### config.mk
export PLATFORM = sky130hd
export DESIGN_NAME = sactl_ram
export DESIGN_NICKNAME = d
export VERILOG_FILES = /design/src/design/sactl_ram.sv
export SDC_FILE = /design/constraint.sdc
export NUM_CORES = 1
export LEC_CHECK = 0
export BUFFER_PORTS_ARGS = -buffer_cell sky130_fd_sc_hd__buf_2
export CORE_MARGIN = 8
export CORE_UTILIZATION = 55
export CTS_CLUSTER_DIAMETER = 40
export DETAILED_ROUTE_END_ITERATION = 7
export PLACE_DENSITY = 0.77
export SYNTH_ARGS = -nofsm -noshare
export SYNTH_HDL_FRONTEND = slang
export SYNTH_SLANG_ARGS = --single-unit
### constraint.sdc
create_clock -name clk -period 2.9 [get_ports clk]
set_input_delay 0.58 -clock clk [delete_from_list [all_inputs] [get_ports clk]]
set_output_delay 0.58 -clock clk [all_outputs]
set_load 0.1 [all_outputs]
### src/design/sactl_ram.sv
`timescale 1ns / 1ps

module sactl_ram #(
	parameter int WIDTH = 8,
	parameter int DEPTH = 64,
	parameter int AW    = (DEPTH > 1) ? $clog2(DEPTH) : 1
) (
	input  logic             clk,
	input  logic             re,
	input  logic             we,
	input  logic [AW-1:0]    addr,
	input  logic [WIDTH-1:0] wdata,
	output logic [WIDTH-1:0] rdata
);

	logic [WIDTH-1:0] mem_q [DEPTH];
	logic [WIDTH-1:0] rdata_q;

	always_ff @(posedge clk) begin
		if (we) begin
			mem_q[addr] <= wdata;
		end
		if (re) begin
			rdata_q <= mem_q[addr];
		end
	end

	assign rdata = rdata_q;

endmodule

==> reports/metrics.csv <==
metric;value;unit
worstRegToRegCells;6;
ys_top_cells_by_area;edfxtp_1 76%, mux4_2 4.5%, mux2i_1 3.1%;
drive_above_1_share;24.8;%
syn2layout_area_growth;18.7;%
ys.flop_type;edfxtp_1;
fin_ws;381;ps
synth_common_cells;520 x edfxtp_1, 82 x nor2_1, 63 x mux2i_1;
place_inst;1753;
place_area;0.0223;sq mm
grt-ovfl-total;0;
grt_use_total;24.3;%
hp-class;input port to flop;
ys_ff_latch;520;
synth_most_common_cell;edfxtp_1;
drtIter0Drc;1987;
hold_buffers;0;
startpoint_type;input port;
holdWs;376;ps
synth_top_area_share;76.1;%
ys_types;55;
status;complete, no violations;
via_per_inst;6.69;
yosys_warnings;0;
worstPathArrival;2820;ps
skew;23.8;ps
max_clock_freq;0.397;GHz
postLayoutCellArea;0.0244;sq mm
initial_utilization;55.9;%
place.gp.congestion;0.955;
grt_first_pass_wirelength;79.4;mm
peakVddDrop;0.000507;V
yosysTopAreaCell;edfxtp_1;
wl_per_cell;28.6;um
grt_start_max_net_pins;65;
layout.cells.non_filler;1861;
required;3200;ps
dp_slack;-85.0;ps
cap_violations;0;
drv_slew;0;
fp.dieH;209;um
p_leak;0.00823;uW
worst_pin_slew;1030;ps
synth-edff-count;520;
syn-num-nets;1188;
die-width;209;um
synth_area_per_cell;17.5;sq um
ioPinCount;25;
ctsResizeCount;0;
rows;70;
die-area;0.0438;sq mm
syn_area;0.0205;sq mm
portBuffers;24;
antenna_found_initial;1;
fin_crit_sh;86.9;%
ctsLongestPathBuffers;3;
synth-async-reset-ratio;0;%
critPathMaxFanout;32;
grt_setup_unrepaired;false;
path_clk_slew;70;ps
setup_viol;0;
dr_total_vias;12447;
postCtsSetupRepairBufs;0;
htree_levels;2;
yosysSeqAreaShare;76.1;%
syn-instance-count;1171;
hold_viol;0;
endpoint_kind;flop;
ff2ff_setup_slack;570;ps
cts_tree;built;
antenna_cells;0;
coreArea;0.0367;sq mm
routed_wirelength;53.1;mm
drc_errors;0;
nets;1363;
drtAntennaViolNets;0;
p_per_area;705;mW/mm^2
grt_pass1_vias;12312;
clock-sinks;520;
drtPass1Iterations;6;
post-route-min-period;2520;ps
dp_hpwl;33.9;mm
crit_type;input port to flop;
cts_buffers;59;
fillers;2278;
root_buffer;clkbuf_16;
holdPathStages;1;
relSlewSlack;31.1;%
clk_latency;610;ps
critical path: stages:
cell     delay, ps
buf_4          230
buf_12         250
nor2b_1        370
buf_4          250
nand2_1        380
nor2_1         480
buf_4          240
report_power, final:
part / internal [uW] / switching [uW]
clock network: 4760 / 3030
logic: 343 / 684
registers: 8340 / 20.3
total: 13400 / 3730
placed cells by master (no fill, tap or decap), drive strengths merged, types with 7 or more instances in the layout:
cell type / instances
and3: 9
bufinv: 10
nor2b: 8
clkinv: 18
a221oi: 21
edfxtp: 520
mux4: 41
o2bb2ai: 7
o21ai: 11
clkbuf: 66
a221o: 11
nand2b: 24
a22o: 10
o22ai: 22
nand2: 45
nand3: 8
buf: 195
mux2: 12
nand3b: 12
a31oi: 15
a21oi: 28
a32oi: 7
nor2: 82
o221ai: 9
inv: 13
a22oi: 40
mux2i: 63
o22a: 11
and2: 10
sequential cells by signal, summed over array words and instances, names as in the netlist:
register	cells
mem_q	512
rdata	8
worst paths after layout:
path	from	to
worst max-delay path	addr[1]	mem_q[10][6]
worst min-delay path	re	rdata[6]
worst max register to register	mem_q[7][3]	rdata[3]
worst min register to register	mem_q[3][2]	rdata[2]
metal layers:
metal | global-route usage [%] | up-vias | routed length, um
met4 | 10.2 | 2 | 2350
met5 | 0 | - | 13
met3 | 6.21 | 183 | 6550
met1 | 32.9 | 6180 | 19800
li1 | - | 5123 | -
met2 | 37.5 | 959 | 24400
kinds of logic after synthesis:
family	count (synthesis)	synth area share (%)
buffers and inverters	84	1.97
AOI/OAI and AO/OA	222	8.04
DFF	520	76.1
muxes	116	8.23
and+or+nand+nor	229	5.69
area by class of cell:
class,count,area [sq um],share of cell area (%)
Sequential cell,520,15600,64.1
Multi-Input combinational cell,567,4510,18.5
Timing Repair Buffer,195,1580,6.48
Clock buffer,66,1550,6.34
Tap cell,468,586,2.40
Clock inverter,42,514,2.11
Inverter,3,11.3,0.0462
stage by stage:
step	util, %	total power [uW]	TNS (ps)
after floorplan	-	9050	0
after global placement	60.8	9490	-76.4
after detailed placement	60.8	9510	-1040
after CTS	66.4	17200	0
after global routing	66.4	17600	0
final	66.4	17200	0
Note: power is estimated with default switching activity, not from simulation.
