[src/design/sactl_pkg.sv]
`timescale 1ns / 1ps

package sactl_pkg;

	localparam int MAX_WAYS     = 8;
	localparam int WAY_W        = 3;
	localparam int RANK_W       = 3;
	localparam int TAG_W        = 32;
	localparam int ADDR_W       = 32;
	localparam int CNT_W        = 32;
	localparam int LFSR_W       = 16;
	localparam int DEF_MAX_SETS = 64;

	localparam int CFG_IDX_W  = 2;
	localparam int CFG_DATA_W = 4;
	localparam int S_DATA_W   = 32;
	localparam int M_DATA_W   = 72;

	localparam logic [LFSR_W-1:0] LFSR_SEED = 16'hACE1;

	typedef enum logic [CFG_IDX_W-1:0] {
		REG_WAYS_LOG2,
		REG_OFFSET_WIDTH,
		REG_INDEX_WIDTH,
		REG_RANDOM_REPLACE
	} cfg_reg_t;

	typedef enum logic [1:0] {
		ST_CLEAR,
		ST_IDLE,
		ST_CMP,
		ST_UPD
	} state_t;

	typedef struct packed {
		logic clear_wr;
		logic accept;
		logic compare;
		logic update;
	} cmd_t;

	typedef struct packed {
		logic clear_done;
	} status_t;

	typedef struct packed {
		logic [MAX_WAYS-1:0][TAG_W-1:0]  tag;
		logic [MAX_WAYS-1:0][RANK_W-1:0] rank;
		logic [MAX_WAYS-1:0]             valid;
	} row_t;

	localparam int ROW_W = $bits(row_t);

endpackage

[src/design/sactl_ctrl.sv]
`timescale 1ns / 1ps

module sactl_ctrl (
	input  logic               clk,
	input  logic               arst_n,
	input  logic               s_tvalid,
	output logic               s_tready,
	output logic               m_tvalid,
	input  logic               m_tready,
	input  sactl_pkg::status_t status,
	output sactl_pkg::cmd_t    cmd
);

	sactl_pkg::state_t state_q, state_nx;
	logic out_valid_q;

	always_ff @(posedge clk or negedge arst_n) begin
		if (!arst_n) begin
			state_q <= sactl_pkg::ST_CLEAR;
		end else begin
			state_q <= state_nx;
		end
	end

	always_comb begin
		state_nx = state_q;
		cmd      = '0;
		s_tready = 1'b0;
		unique case (state_q)
			sactl_pkg::ST_CLEAR: begin
				cmd.clear_wr = 1'b1;
				if (status.clear_done) begin
					state_nx = sactl_pkg::ST_IDLE;
				end
			end
			sactl_pkg::ST_IDLE: begin
				s_tready = 1'b1;
				if (s_tvalid) begin
					cmd.accept = 1'b1;
					state_nx   = sactl_pkg::ST_CMP;
				end
			end
			sactl_pkg::ST_CMP: begin
				cmd.compare = 1'b1;
				state_nx    = sactl_pkg::ST_UPD;
			end
			sactl_pkg::ST_UPD: begin
				// hold until the result register is free
				if (!out_valid_q || m_tready) begin
					cmd.update = 1'b1;
					state_nx   = sactl_pkg::ST_IDLE;
				end
			end
			default: begin
				state_nx = sactl_pkg::ST_CLEAR;
			end
		endcase
	end

	always_ff @(posedge clk or negedge arst_n) begin
		if (!arst_n) begin
			out_valid_q <= 1'b0;
		end else if (cmd.update) begin
			out_valid_q <= 1'b1;
		end else if (m_tready) begin
			out_valid_q <= 1'b0;
		end
	end

	assign m_tvalid = out_valid_q;

endmodule

[config.mk]
export PLATFORM = sky130hd
export DESIGN_NAME = sactl_ctrl
export DESIGN_NICKNAME = d
export VERILOG_FILES = /design/src/design/sactl_pkg.sv /design/src/design/sactl_ctrl.sv
export SDC_FILE = /design/constraint.sdc
export NUM_CORES = 1
export LEC_CHECK = 0
export ABC_AREA = 1
export BUFFER_PORTS_ARGS = -buffer_cell sky130_fd_sc_hd__buf_4
export CORE_AREA = 3 3 40 42
export CTS_CLUSTER_SIZE = 8
export DETAILED_ROUTE_END_ITERATION = 8
export DIE_AREA = 0 0 43 45
export SKIP_LAST_GASP = 1
export SYNTH_ARGS = -nofsm -noshare
export SYNTH_HDL_FRONTEND = slang
export SYNTH_SLANG_ARGS = --single-unit
export TNS_END_PERCENT = 50
[constraint.sdc]
create_clock -name clk -period 2.2 [get_ports clk]
set_input_delay 0.66 -clock clk [delete_from_list [all_inputs] [get_ports clk]]
set_output_delay 0.66 -clock clk [all_outputs]
set_load 0.01 [all_outputs]
==> impl_metrics.env <==
export IMPL_vias_per_cell=3.627
export IMPL_rsz0062_at_grt="no"
export IMPL_post_cts_repair_setup_buffers=0
export IMPL_cp_max_fo=5
export IMPL_relSlewSlack_pct=88.55
export IMPL_grt_usage_pct=4.917
export IMPL_drive_above_1_share_pct=38.64
export IMPL_die_y_um=45
export IMPL_diodes=0
export IMPL_insertion_delay_ns=0.22
export IMPL_syn_avg_cell_area_um2=8.133
export IMPL_cap_violations=0
export IMPL_finalWirelength_um=392
export IMPL_final_cell_area_um2=364.1
export IMPL_final_common_cell="buf_4"
export IMPL_grt_overflow_total=0
export IMPL_syn2layout_area_growth_pct=49.23
export IMPL_grt_max_degree=6
export IMPL_ys_seq_elements=3
export IMPL_synth_fp_nets=40
export IMPL_fin_tns_setup_ns=0
export IMPL_first_iter_violations=0
export IMPL_yosysWarnings=0
export IMPL_core_area_um2=1285
export IMPL_worstSetupEndpointType="primary output"
export IMPL_cts_tree="yes"
export IMPL_final_cell_mix="buf_4 (10), inv_1 (8), nand2_1 (7)"
export IMPL_grt_pass1_wl_um=696
export IMPL_die_area_um2=1935
export IMPL_regArea_um2=75.07
export IMPL_grt_pass1_vias=204
export IMPL_hold_class="input port to asynchronous set/reset pin"
export IMPL_hold_buffers=0
export IMPL_cellLeakagePower_nw=0.2222
export IMPL_clock_sinks=3
export IMPL_drv_slew=0
export IMPL_setup_viol=0
export IMPL_hold_violations=0
export IMPL_dp_hpwl_um=362.7
export IMPL_synth_seq_area_share_pct=30.77
export IMPL_gp_congestion=0.6786
export IMPL_clock_skew_final_ns=0.0003723
export IMPL_rows=13
export IMPL_place_area_um2=337.8
export IMPL_start_util_pct=18.99
export IMPL_syn_area_um2=244.0
export IMPL_portBuffers=10
export IMPL_max_freq_mhz=552.5
export IMPL_crit_required_ns=1.54
export IMPL_status="finished, final reports clean"
export IMPL_ant_nets=0
export IMPL_cts_buffer_depth=2
export IMPL_wl_per_cell_um=6.644
export IMPL_drc=0
export IMPL_power_density_nw_per_um2=1335
export IMPL_critPathLaunchType="flop"
export IMPL_criticalPathCategory="flop to primary output"
export IMPL_die_w_um=43
export IMPL_path_clk_slew_ns=0.03
export IMPL_ios=11
export IMPL_synth_distinct_cells=8
export IMPL_antenna_found_initial=0
export IMPL_multi_input_area_um2=138.9
export IMPL_cts_htree_levels=1
export IMPL_cp_arrival_ns=1.15
export IMPL_vdd_ir_drop_max_mv=0.3564
export IMPL_period_needed_ns=1.810
export IMPL_num_fill_cells=147
export IMPL_fin_nets=55
export IMPL_tightest_slew_ns=0.1718
export IMPL_post_route_period_util_pct=82.27
export IMPL_syn_inst=30
export IMPL_vias=214
export IMPL_cts_resized=0
export IMPL_drtPass1Iterations=1
export IMPL_numCtsBuffers=3
export IMPL_clockRootBuffer="clkbuf_4"
cells in the mapped netlist:
cell type	number	area share, %
inv_1	8	12
nand2_1	7	11
ha_1	5	26
dfrtp_1	3	31
nand2_2	2	5.1
nand3_2	2	8.2
nand4_1	2	5.1
a21oi_1	1	2.0
sequential cells by signal, summed over array words and instances (netlist names):
name	flops
state_q	2
m_tvalid	1
per-layer routing:
| metal | track usage (%) | wire (um) | part of all wire (%) | vias to the layer above |
|---|---|---|---|---|
| li1 | - | - | - | 119 |
| met5 | 0 | 0 | 0 | - |
| met1 | 5.314 | 160 | 41 | 91 |
| met4 | 1.807 | 0 | 0 | 0 |
| met2 | 7.485 | 199 | 51 | 4 |
| met3 | 3.586 | 33 | 8.4 | 0 |
cell type report:
| class | instances | area share, % |
|---|---|---|
| tap | 15 | 5.155 |
| clock buffer | 4 | 7.216 |
| inverter | 8 | 8.247 |
| sequential | 3 | 20.62 |
| multi-input combinational | 19 | 38.14 |
| timing repair buffer | 10 | 20.62 |
through the flow:
step,hold WS [ns],instances,worst slack [ns],utilization (%),total power [mW]
detailed placement,0.4507,55,0.4776,26.29,0.4038
finish,0.2151,59,0.3901,28.34,0.4860
global placement,0.4497,55,0.4846,26.29,0.4035
floorplan,0.3644,30,0.6219,-,0.2947
global route,0.2079,59,0.2774,28.34,0.5447
CTS,0.2085,59,0.3680,28.34,0.5009
kinds of logic after synthesis:
group | synth area share (%)
AO/OA/AOI/OAI | 2.049
AND/OR/NAND/NOR | 29.23
adder cells (fa/ha/maj) | 25.64
flip-flops | 30.77
buffers and inverters | 12.31
where the power goes:
group          total [mW]  internal (mW)  switching (mW)
registers           0.119         0.0858          0.0331
logic               0.275          0.135           0.140
clock network      0.0918         0.0677          0.0241
critical path, cell delays in order, from the launching register on:
cell and delay, ns:
dfrtp_1 0.41, ha_1 0.21, inv_1 0.06, a21oi_1 0.11, buf_4 0.13
final timing paths:
path,cells past startpoint,start,end,slack [ns]
setup / recovery,4,state_q[0]$_DFFE_PN0P_,cmd[0],0.39
setup reg to reg,6,state_q[0]$_DFFE_PN0P_,state_q[0]$_DFFE_PN0P_,1.08
hold reg to reg,2,state_q[1]$_DFFE_PN0P_,state_q[1]$_DFFE_PN0P_,0.53
min in group clk,2,state_q[1]$_DFFE_PN0P_,state_q[1]$_DFFE_PN0P_,0.53
hold / removal,1,arst_n,m_tvalid$_DFFE_PN0P_,0.22
max in group asynchronous,1,arst_n,state_q[1]$_DFFE_PN0P_,1.89
(Power assumes the default switching activity.)
