[config.mk]
export PLATFORM = sky130hd
export DESIGN_NAME = sactl_dpath
export DESIGN_NICKNAME = d
export VERILOG_FILES = /design/src/design/sactl_pkg.sv /design/src/design/sactl_dpath.sv
export SDC_FILE = /design/constraint.sdc
export NUM_CORES = 1
export LEC_CHECK = 0
export BUFFER_PORTS_ARGS = -buffer_cell sky130_fd_sc_hd__buf_2
export CAP_MARGIN = 20
export CORE_MARGIN = 1.5
export CORE_UTILIZATION = 30
export CTS_CLUSTER_DIAMETER = 80
export DETAILED_ROUTE_END_ITERATION = 6
export SYNTH_ARGS = -nofsm -noshare
export SYNTH_HDL_FRONTEND = slang
export SYNTH_SLANG_ARGS = --single-unit
[constraint.sdc]
create_clock -name clk -period 11.2 [get_ports clk]
set_clock_uncertainty 0.15 [all_clocks]
set_input_delay 2.24 -clock clk [delete_from_list [all_inputs] [get_ports clk]]
set_output_delay 2.24 -clock clk [all_outputs]
set_load 0.05 [all_outputs]
[src/design/sactl_pkg.sv]
`timescale 1ns / 1ps

package sactl_pkg;

	localparam int MAX_WAYS     = 8;
	localparam int WAY_W        = 3;
	localparam int RANK_W       = 3;
	localparam int TAG_W        = 32;
	localparam int ADDR_W       = 32;
	localparam int CNT_W        = 32;
	localparam int LFSR_W       = 16;
	localparam int DEF_MAX_SETS = 64;

	localparam int CFG_IDX_W  = 2;
	localparam int CFG_DATA_W = 4;
	localparam int S_DATA_W   = 32;
	localparam int M_DATA_W   = 72;

	localparam logic [LFSR_W-1:0] LFSR_SEED = 16'hACE1;

	typedef enum logic [CFG_IDX_W-1:0] {
		REG_WAYS_LOG2,
		REG_OFFSET_WIDTH,
		REG_INDEX_WIDTH,
		REG_RANDOM_REPLACE
	} cfg_reg_t;

	typedef enum logic [1:0] {
		ST_CLEAR,
		ST_IDLE,
		ST_CMP,
		ST_UPD
	} state_t;

	typedef struct packed {
		logic clear_wr;
		logic accept;
		logic compare;
		logic update;
	} cmd_t;

	typedef struct packed {
		logic clear_done;
	} status_t;

	typedef struct packed {
		logic [MAX_WAYS-1:0][TAG_W-1:0]  tag;
		logic [MAX_WAYS-1:0][RANK_W-1:0] rank;
		logic [MAX_WAYS-1:0]             valid;
	} row_t;

	localparam int ROW_W = $bits(row_t);

endpackage

[src/design/sactl_dpath.sv]
`timescale 1ns / 1ps

module sactl_dpath #(
	parameter int MAX_SETS = sactl_pkg::DEF_MAX_SETS,
	parameter int SET_W    = (MAX_SETS > 1) ? $clog2(MAX_SETS) : 1
) (
	input  logic                             clk,
	input  logic                             arst_n,
	input  sactl_pkg::cmd_t                  cmd,
	output sactl_pkg::status_t               status,
	input  logic                             cfg_we,
	input  logic [sactl_pkg::CFG_IDX_W-1:0]  cfg_index,
	input  logic [sactl_pkg::CFG_DATA_W-1:0] cfg_data,
	input  logic [sactl_pkg::S_DATA_W-1:0]   s_tdata,
	output logic [sactl_pkg::M_DATA_W-1:0]   m_tdata,
	output logic                             ram_re,
	output logic                             ram_we,
	output logic [SET_W-1:0]                 ram_addr,
	output sactl_pkg::row_t                  ram_wdata,
	input  sactl_pkg::row_t                  ram_rdata
);

	localparam int IDX_MAX = $clog2(MAX_SETS + 1) - 1;
	localparam int WAY_W   = sactl_pkg::WAY_W;
	localparam int RANK_W  = sactl_pkg::RANK_W;
	localparam int NW      = sactl_pkg::MAX_WAYS;
	localparam int LW      = sactl_pkg::LFSR_W;
	localparam int CW      = sactl_pkg::CNT_W;

	logic [1:0] ways_log2_q;
	logic [3:0] offset_width_q;
	logic [2:0] index_width_q;
	logic       random_q;

	logic [2:0]                      ib_eff;
	logic [sactl_pkg::ADDR_W-1:0]    set_full;
	logic [sactl_pkg::TAG_W-1:0]     tag_in;
	logic [SET_W-1:0]                set_q;
	logic [SET_W-1:0]                clr_cnt_q;
	logic [sactl_pkg::TAG_W-1:0]     tag_q;
	logic [WAY_W:0]                  ways;

	logic [NW-1:0]    match;
	logic [NW-1:0]    inv;
	logic [WAY_W-1:0] hit_way;
	logic [WAY_W-1:0] inv_way;
	logic [WAY_W-1:0] lru_way;

	logic             hit_q;
	logic             found_q;
	logic [WAY_W-1:0] hit_way_q;
	logic [WAY_W-1:0] inv_way_q;
	logic [WAY_W-1:0] lru_way_q;

	logic [LW-1:0]    lfsr_q;
	logic [LW-1:0]    lfsr_nx;
	logic [WAY_W-1:0] rnd_way;
	logic [WAY_W-1:0] victim;
	logic             do_touch;
	logic [RANK_W:0]  old_rank;
	sactl_pkg::row_t  new_row;

	logic [CW-1:0] hits_q;
	logic [CW-1:0] misses_q;
	logic [CW-1:0] hits_nx;
	logic [CW-1:0] misses_nx;
	logic [sactl_pkg::M_DATA_W-1:0] out_q;

	always_ff @(posedge clk or negedge arst_n) begin
		if (!arst_n) begin
			ways_log2_q    <= 2'd0;
			offset_width_q <= 4'd2;
			index_width_q  <= 3'd4;
			random_q       <= 1'b0;
		end else if (cfg_we) begin
			unique case (sactl_pkg::cfg_reg_t'(cfg_index))
				sactl_pkg::REG_WAYS_LOG2:      ways_log2_q    <= cfg_data[1:0];
				sactl_pkg::REG_OFFSET_WIDTH:   offset_width_q <= cfg_data[3:0];
				sactl_pkg::REG_INDEX_WIDTH:    index_width_q  <= cfg_data[2:0];
				sactl_pkg::REG_RANDOM_REPLACE: random_q       <= cfg_data[0];
				default: ;
			endcase
		end
	end

	always_comb begin
		if (32'(index_width_q) > IDX_MAX) begin
			ib_eff = 3'(IDX_MAX);
		end else begin
			ib_eff = index_width_q;
		end
		set_full = (s_tdata >> offset_width_q) & ((32'd1 << ib_eff) - 32'd1);
		tag_in   = s_tdata >> (5'(offset_width_q) + 5'(ib_eff));
		ways     = (WAY_W + 1)'(1) << ways_log2_q;
	end

	always_ff @(posedge clk) begin
		if (cmd.accept) begin
			set_q <= set_full[SET_W-1:0];
			tag_q <= tag_in;
		end
	end

	always_ff @(posedge clk or negedge arst_n) begin
		if (!arst_n) begin
			clr_cnt_q <= '0;
		end else if (cmd.clear_wr) begin
			clr_cnt_q <= clr_cnt_q + SET_W'(1);
		end
	end

	assign status.clear_done = (clr_cnt_q == SET_W'(MAX_SETS - 1));

	always_comb begin
		match   = '0;
		inv     = '0;
		hit_way = '0;
		inv_way = '0;
		lru_way = '0;
		for (int w = 0; w < NW; w++) begin
			if ((WAY_W + 1)'(w) < ways) begin
				match[w] = ram_rdata.valid[w] && (ram_rdata.tag[w] == tag_q);
				inv[w]   = !ram_rdata.valid[w];
			end
		end
		for (int w = NW - 1; w >= 0; w--) begin
			if (match[w]) begin
				hit_way = WAY_W'(w);
			end
			if (inv[w]) begin
				inv_way = WAY_W'(w);
			end
		end
		for (int w = 1; w < NW; w++) begin
			if ((WAY_W + 1)'(w) < ways && ram_rdata.rank[w] > ram_rdata.rank[lru_way]) begin
				lru_way = WAY_W'(w);
			end
		end
	end

	always_ff @(posedge clk) begin
		if (cmd.compare) begin
			hit_q     <= |match;
			found_q   <= |inv;
			hit_way_q <= hit_way;
			inv_way_q <= inv_way;
			lru_way_q <= lru_way;
		end
	end

	always_comb begin
		lfsr_nx = {lfsr_q[0] ^ lfsr_q[2] ^ lfsr_q[3] ^ lfsr_q[5], lfsr_q[LW-1:1]};
		rnd_way = lfsr_nx[WAY_W-1:0] & WAY_W'(ways - (WAY_W + 1)'(1));
		if (hit_q) begin
			victim = hit_way_q;
		end else if (found_q) begin
			victim = inv_way_q;
		end else if (random_q) begin
			victim = rnd_way;
		end else begin
			victim = lru_way_q;
		end
		do_touch = !hit_q || !random_q;
		if (ram_rdata.valid[victim]) begin
			old_rank = {1'b0, ram_rdata.rank[victim]};
		end else begin
			old_rank = '1;
		end
		new_row = ram_rdata;
		for (int v = 0; v < NW; v++) begin
			if ((WAY_W + 1)'(v) < ways && WAY_W'(v) != victim && ram_rdata.valid[v]
				&& {1'b0, ram_rdata.rank[v]} < old_rank
				&& {1'b0, ram_rdata.rank[v]} < (ways - (WAY_W + 1)'(1))) begin
				new_row.rank[v] = ram_rdata.rank[v] + RANK_W'(1);
			end
		end
		new_row.rank[victim] = '0;
		if (!hit_q) begin
			new_row.valid[victim] = 1'b1;
			new_row.tag[victim]   = tag_q;
		end
	end

	always_comb begin
		hits_nx   = hits_q;
		misses_nx = misses_q;
		if (hit_q) begin
			if (hits_q != '1) begin
				hits_nx = hits_q + CW'(1);
			end
		end else if (misses_q != '1) begin
			misses_nx = misses_q + CW'(1);
		end
	end

	always_ff @(posedge clk or negedge arst_n) begin
		if (!arst_n) begin
			lfsr_q   <= sactl_pkg::LFSR_SEED;
			hits_q   <= '0;
			misses_q <= '0;
		end else if (cmd.update) begin
			if (!hit_q && !found_q && random_q) begin
				lfsr_q <= lfsr_nx;
			end
			hits_q   <= hits_nx;
			misses_q <= misses_nx;
		end
	end

	always_ff @(posedge clk) begin
		if (cmd.update) begin
			out_q <= {4'b0, misses_nx, hits_nx, 3'(victim), hit_q};
		end
	end

	always_comb begin
		ram_re    = cmd.accept;
		ram_we    = cmd.clear_wr || (cmd.update && do_touch);
		ram_wdata = cmd.clear_wr ? '0 : new_row;
		if (cmd.accept) begin
			ram_addr = set_full[SET_W-1:0];
		end else if (cmd.clear_wr) begin
			ram_addr = clr_cnt_q;
		end else begin
			ram_addr = set_q;
		end
	end

	assign m_tdata = out_q;

endmodule

==> summary.md <==
| Metric | Value |
|---|---|
| Cell with the biggest individual delay on the critical path | sky130_fd_sc_hd__ha_1 |
| Power density relative to cell area | slightly below 200 nW/um^2 |
| Setup WS post-layout | 0.656 ns |
| Kind of cell with the highest combined delay on the critical path | compound AO/OA/AOI/OAI gates |
| Max-cap check violation count | 0 |
| Flip-flop cell with the highest count after synthesis | sky130_fd_sc_hd__edfxtp_1 |
| Worst ir drop on vdd | ~0.00011 V |
| Worst setup slack before clock tree synthesis | -0.0456 ns |
| Setup TNS | 0 ns |
| Number of global-route vias before repair | between 20000 and 25000 |
| Chip height | between 200 and 300 um |
| Fraction of power consumed by combinational cells | 58.7% |
| Antenna violations before repair | 21 |
| Global-route wire length before repair | 154 mm |
| Number of placed cells counting well taps | between 4000 and 5000 |
| Total leakage power | 12.2 nW |
| Synth-to-layout area growth | 25.6% |
| Biggest cell delay along the critical path | about 0.32 ns |
| Required time at the worst-slack endpoint | 11.34 ns |
| Non-Filler Cell Area, Final | 27100 sq um |
| Remaining routing DRC violations | 0 |
| Number of warnings reported in the yosys synthesis log | 0 |
| Path category of the worst min-delay check | flop to flop |
| Count of buffer and inverter cells on the critical path | 4 |
| RSZ-0062 raised after global routing | false |
| Final-report max-slew violation count | 0 |
| Pre-antenna DRT Iters | 6 |
| Site row count | 98 |
| Commonest cells after routing, fill and taps aside | sky130_fd_sc_hd__buf_2, sky130_fd_sc_hd__nand2_1, sky130_fd_sc_hd__a21oi_1, sky130_fd_sc_hd__xnor2_1, sky130_fd_sc_hd__xor2_1 |
| HPWL reported at the end of detailed placement | 84.3 mm |
| Core area | between 70000 and 80000 sq um |
| First-iteration detailed-routing DRC count | between 2000 and 2500 |
| Share of power burned in the clock network | about 17% |
| FILL cells | between 7000 and 8000 |
| Final antenna-violating net count | 0 |
| Switching portion of total power | 51.6% |
| Cell area after placement | roughly 26000 sq um |
| Path type of the worst setup path | primary input to flop |
| Result of the run | completed |
| Max-slew headroom at the worst pin | between 15 and 20% |
| Commonest non-fill, non-tap cell in the layout | sky130_fd_sc_hd__buf_2 |
| Internal power | 2.54 mW |
| Final RePlAce weighted congestion | just under 1 |
| Post-detailed-routing wire length | between 100 and 150 mm |
| Post-synthesis sequential element count | 213 |
| Number of enable-type register cells in the synthesized netlist | 117 |
| Starting density of the core | 30.3% |
| CTS H-Tree Depth | 1 |
| Post-layout instance count excluding filler cells | 4387 |
| Wirelength per Cell | ~25 um |
| FFs w/ async S/R, synth | 45.1% |
| Number of buffers added by the clock tree synthesis step | 28 |
| TritonCTS clock tree | built |
| Crit path top cell by count | sky130_fd_sc_hd__o21a_1 |
| CTS Buffer Depth | 3 |
| Mean Syn Cell Area | roughly 7.7 sq um |
| Worst endpoint data arrival time | roughly 11 ns |
| I/O Pins | around 700 |
| Sequential-to-total area share from yosys stat | 27.5% |
| Capturing element type of the critical path | flop |
| Combined global-route utilization of all metal layers | around 28% |
| Maximum achievable frequency | approximately 95 MHz |
| Actual transition at the worst max-transition pin | 1.25 ns |
| Critical path fanouts, max | 5 |
| Worst setup SP type | primary input |
| Via count | 24000 |
| Ratio of cells with drive above 1 in the final layout | between 20 and 30% |
| Number of nets at the end of the flow | between 3000 and 4000 |
| GR Overflow Total | 0 |
| Detail-routed via count per cell | approximately 5.5 |
| Synth Cell Area | 21600 sq um |
| Maximum number of pins on one net before global-route repair | about 110 |
| Clock latency on the worst-skew pair | 0.55 ns |
| Min Tclk post-route | between 10 and 15 ns |
| Final Hold Vio Count | 0 |
| Clock transition at path regs | roughly 0.06 ns |
| Cells after Synth | roughly 2800 |
| Port Buffer Count | 697 |
| Final Setup Violations | 0 |
| Net Switching | about 2.7 mW |
| Root Driver | sky130_fd_sc_hd__clkbuf_16 |
| Area of the die | between 70000 and 80000 sq um |
| Sink count of the clock tree | approximately 210 |
| Number of distinct library cell variants in the gate-level netlist after synthesis | between 80 and 90 |
| Chip width | roughly 270 um |
| Final cycle utilization of the critical path | around 94% |
| Count of hold-fix buffers inserted at cts | 0 |
| Sequential power share | about a quarter |
==> cell type report <==
class	instances	area, sq um	share of cell area (%)
antenna	13	32.5	0.120
multi-input combinational	2317	14600	53.9
inverter	47	181	0.670
timing repair buffer	796	4250	15.7
sequential	213	5930	21.9
tap	950	1190	4.39
clock buffer	33	741	2.74
clock inverter	18	168	0.619
==> path summary, 6_finish.rpt <==
check,end,slack [ns],depth (start not counted),start
worst max-delay path,lru_way_q[1],0.66,49,ram_rdata[9]
worst min-delay path,lfsr_q[3],0.35,1,lfsr_q[4]
worst max register to register,lru_way_q[1],2.25,46,ways_log2_q[0]
worst min register to register,lfsr_q[3],0.35,1,lfsr_q[4]
max in group asynchronous,offset_width_q[0],8.16,2,arst_n
min in group asynchronous,misses_q[12],1.53,1,arst_n
==> Yosys cell counts, types with 4 or more instances <==
| cell type | number | share of area, % |
|---|---|---|
| sky130_fd_sc_hd__a21o_1 | 9 | 0.31 |
| sky130_fd_sc_hd__edfxtp_1 | 117 | 16 |
| sky130_fd_sc_hd__o21a_1 | 26 | 0.91 |
| sky130_fd_sc_hd__nand2_1 | 684 | 12 |
| sky130_fd_sc_hd__nand2b_1 | 5 | 0.15 |
| sky130_fd_sc_hd__or4_1 | 4 | 0.14 |
| sky130_fd_sc_hd__dfstp_2 | 10 | 1.2 |
| sky130_fd_sc_hd__a211oi_1 | 26 | 0.91 |
| sky130_fd_sc_hd__buf_4 | 13 | 0.45 |
| sky130_fd_sc_hd__a41oi_1 | 18 | 0.73 |
| sky130_fd_sc_hd__and2_1 | 19 | 0.55 |
| sky130_fd_sc_hd__nand3b_1 | 5 | 0.17 |
| sky130_fd_sc_hd__and4_1 | 9 | 0.37 |
| sky130_fd_sc_hd__xor2_1 | 172 | 7.0 |
| sky130_fd_sc_hd__nand4_1 | 65 | 1.9 |
| sky130_fd_sc_hd__dfrtp_1 | 86 | 10 |
| sky130_fd_sc_hd__a21oi_1 | 318 | 7.4 |
| sky130_fd_sc_hd__nor2_1 | 112 | 2.0 |
| sky130_fd_sc_hd__xnor2_1 | 220 | 8.9 |
| sky130_fd_sc_hd__nor2b_1 | 23 | 0.67 |
| sky130_fd_sc_hd__nand4b_1 | 5 | 0.20 |
| sky130_fd_sc_hd__and3_1 | 14 | 0.41 |
| sky130_fd_sc_hd__buf_1 | 29 | 0.51 |
| sky130_fd_sc_hd__buf_2 | 28 | 0.65 |
| sky130_fd_sc_hd__inv_1 | 42 | 0.73 |
| sky130_fd_sc_hd__a31oi_2 | 6 | 0.35 |
| sky130_fd_sc_hd__nand3_1 | 113 | 2.6 |
| sky130_fd_sc_hd__a31oi_1 | 11 | 0.32 |
| sky130_fd_sc_hd__a311oi_1 | 4 | 0.16 |
| sky130_fd_sc_hd__nor3_2 | 4 | 0.19 |
| sky130_fd_sc_hd__clkbuf_1 | 165 | 2.9 |
| sky130_fd_sc_hd__a32oi_1 | 7 | 0.28 |
| sky130_fd_sc_hd__mux2i_1 | 52 | 2.4 |
| sky130_fd_sc_hd__nor3_1 | 37 | 0.86 |
| sky130_fd_sc_hd__o211ai_1 | 44 | 1.5 |
| sky130_fd_sc_hd__mux4_2 | 19 | 2.0 |
| sky130_fd_sc_hd__o21ai_1 | 4 | 0.093 |
| sky130_fd_sc_hd__mux2_2 | 37 | 1.9 |
| sky130_fd_sc_hd__o21ai_0 | 67 | 1.6 |
| sky130_fd_sc_hd__ha_1 | 67 | 3.9 |
| sky130_fd_sc_hd__nor4_1 | 36 | 1.0 |
| sky130_fd_sc_hd__or3_1 | 9 | 0.26 |
==> power groups by stage <==
| stage | clock network [mW] | registers (mW) | logic [mW] |
|---|---|---|---|
| 6_report | 0.881 | 1.28 | 3.08 |
| 3_3_place_gp | 0 | 1.28 | 3.01 |
| 5_1_grt | 0.927 | 1.29 | 3.28 |
| 4_1_cts | 0.896 | 1.27 | 3.03 |
| 2_1_floorplan | 0 | 1.16 | 2.10 |
| 3_5_place_dp | 0 | 1.28 | 3.02 |
==> state kept, by name, summed over array words and instances, names as in the netlist, 4 cells and up <==
signal          cells
m_tdata            68
hits_q             32
misses_q           32
tag_q              32
lfsr_q             16
clr_cnt_q           6
set_q               6
offset_width_q      4
==> metrics by stage <==
stage	utilization (%)	hold slack (ns)	total power, mW
CTS	37.9	0.352	5.20
detailed placement	36.6	0.339	4.31
global route	38.0	0.364	5.50
global placement	36.6	0.337	4.29
finish	38.0	0.349	5.24
floorplan	-	0.278	3.26
==> metal layers <==
| layer | vias to the layer above | track usage [%] | wire, um |
|---|---|---|---|
| met2 | 1245 | 45.2 | 48800 |
| met3 | 225 | 6.71 | 9800 |
| li1 | 11000 | - | - |
| met1 | 11500 | 36.5 | 44800 |
| met4 | 12 | 9.13 | 4210 |
| met5 | - | 0 | 80 |
==> what timing repair did <==
| action | 4_1_cts | 5_1_grt |
|---|---|---|
| setup endpoints to repair | 0 | 3 |
| endpoints found under the hold margin | 0 | 0 |
| resized for setup | 0 | 9 |
| setup buffers | 0 | 1 |
==> kinds of logic (layout without fill, tap and decap cells) <==
kind of cell,after synthesis,in the layout,share of synthesized area [%]
AO/OA/AOI/OAI,577,577,16.4
XOR/XNOR,392,392,15.9
adder cells (fa/ha/maj),68,68,3.98
buffers and inverters,284,894,5.40
flip-flops,213,213,27.5
multiplexers,108,108,6.33
other,1,17,0.0174
AND/OR/NAND/NOR,1168,1168,24.5
(Power assumes the default switching activity.)
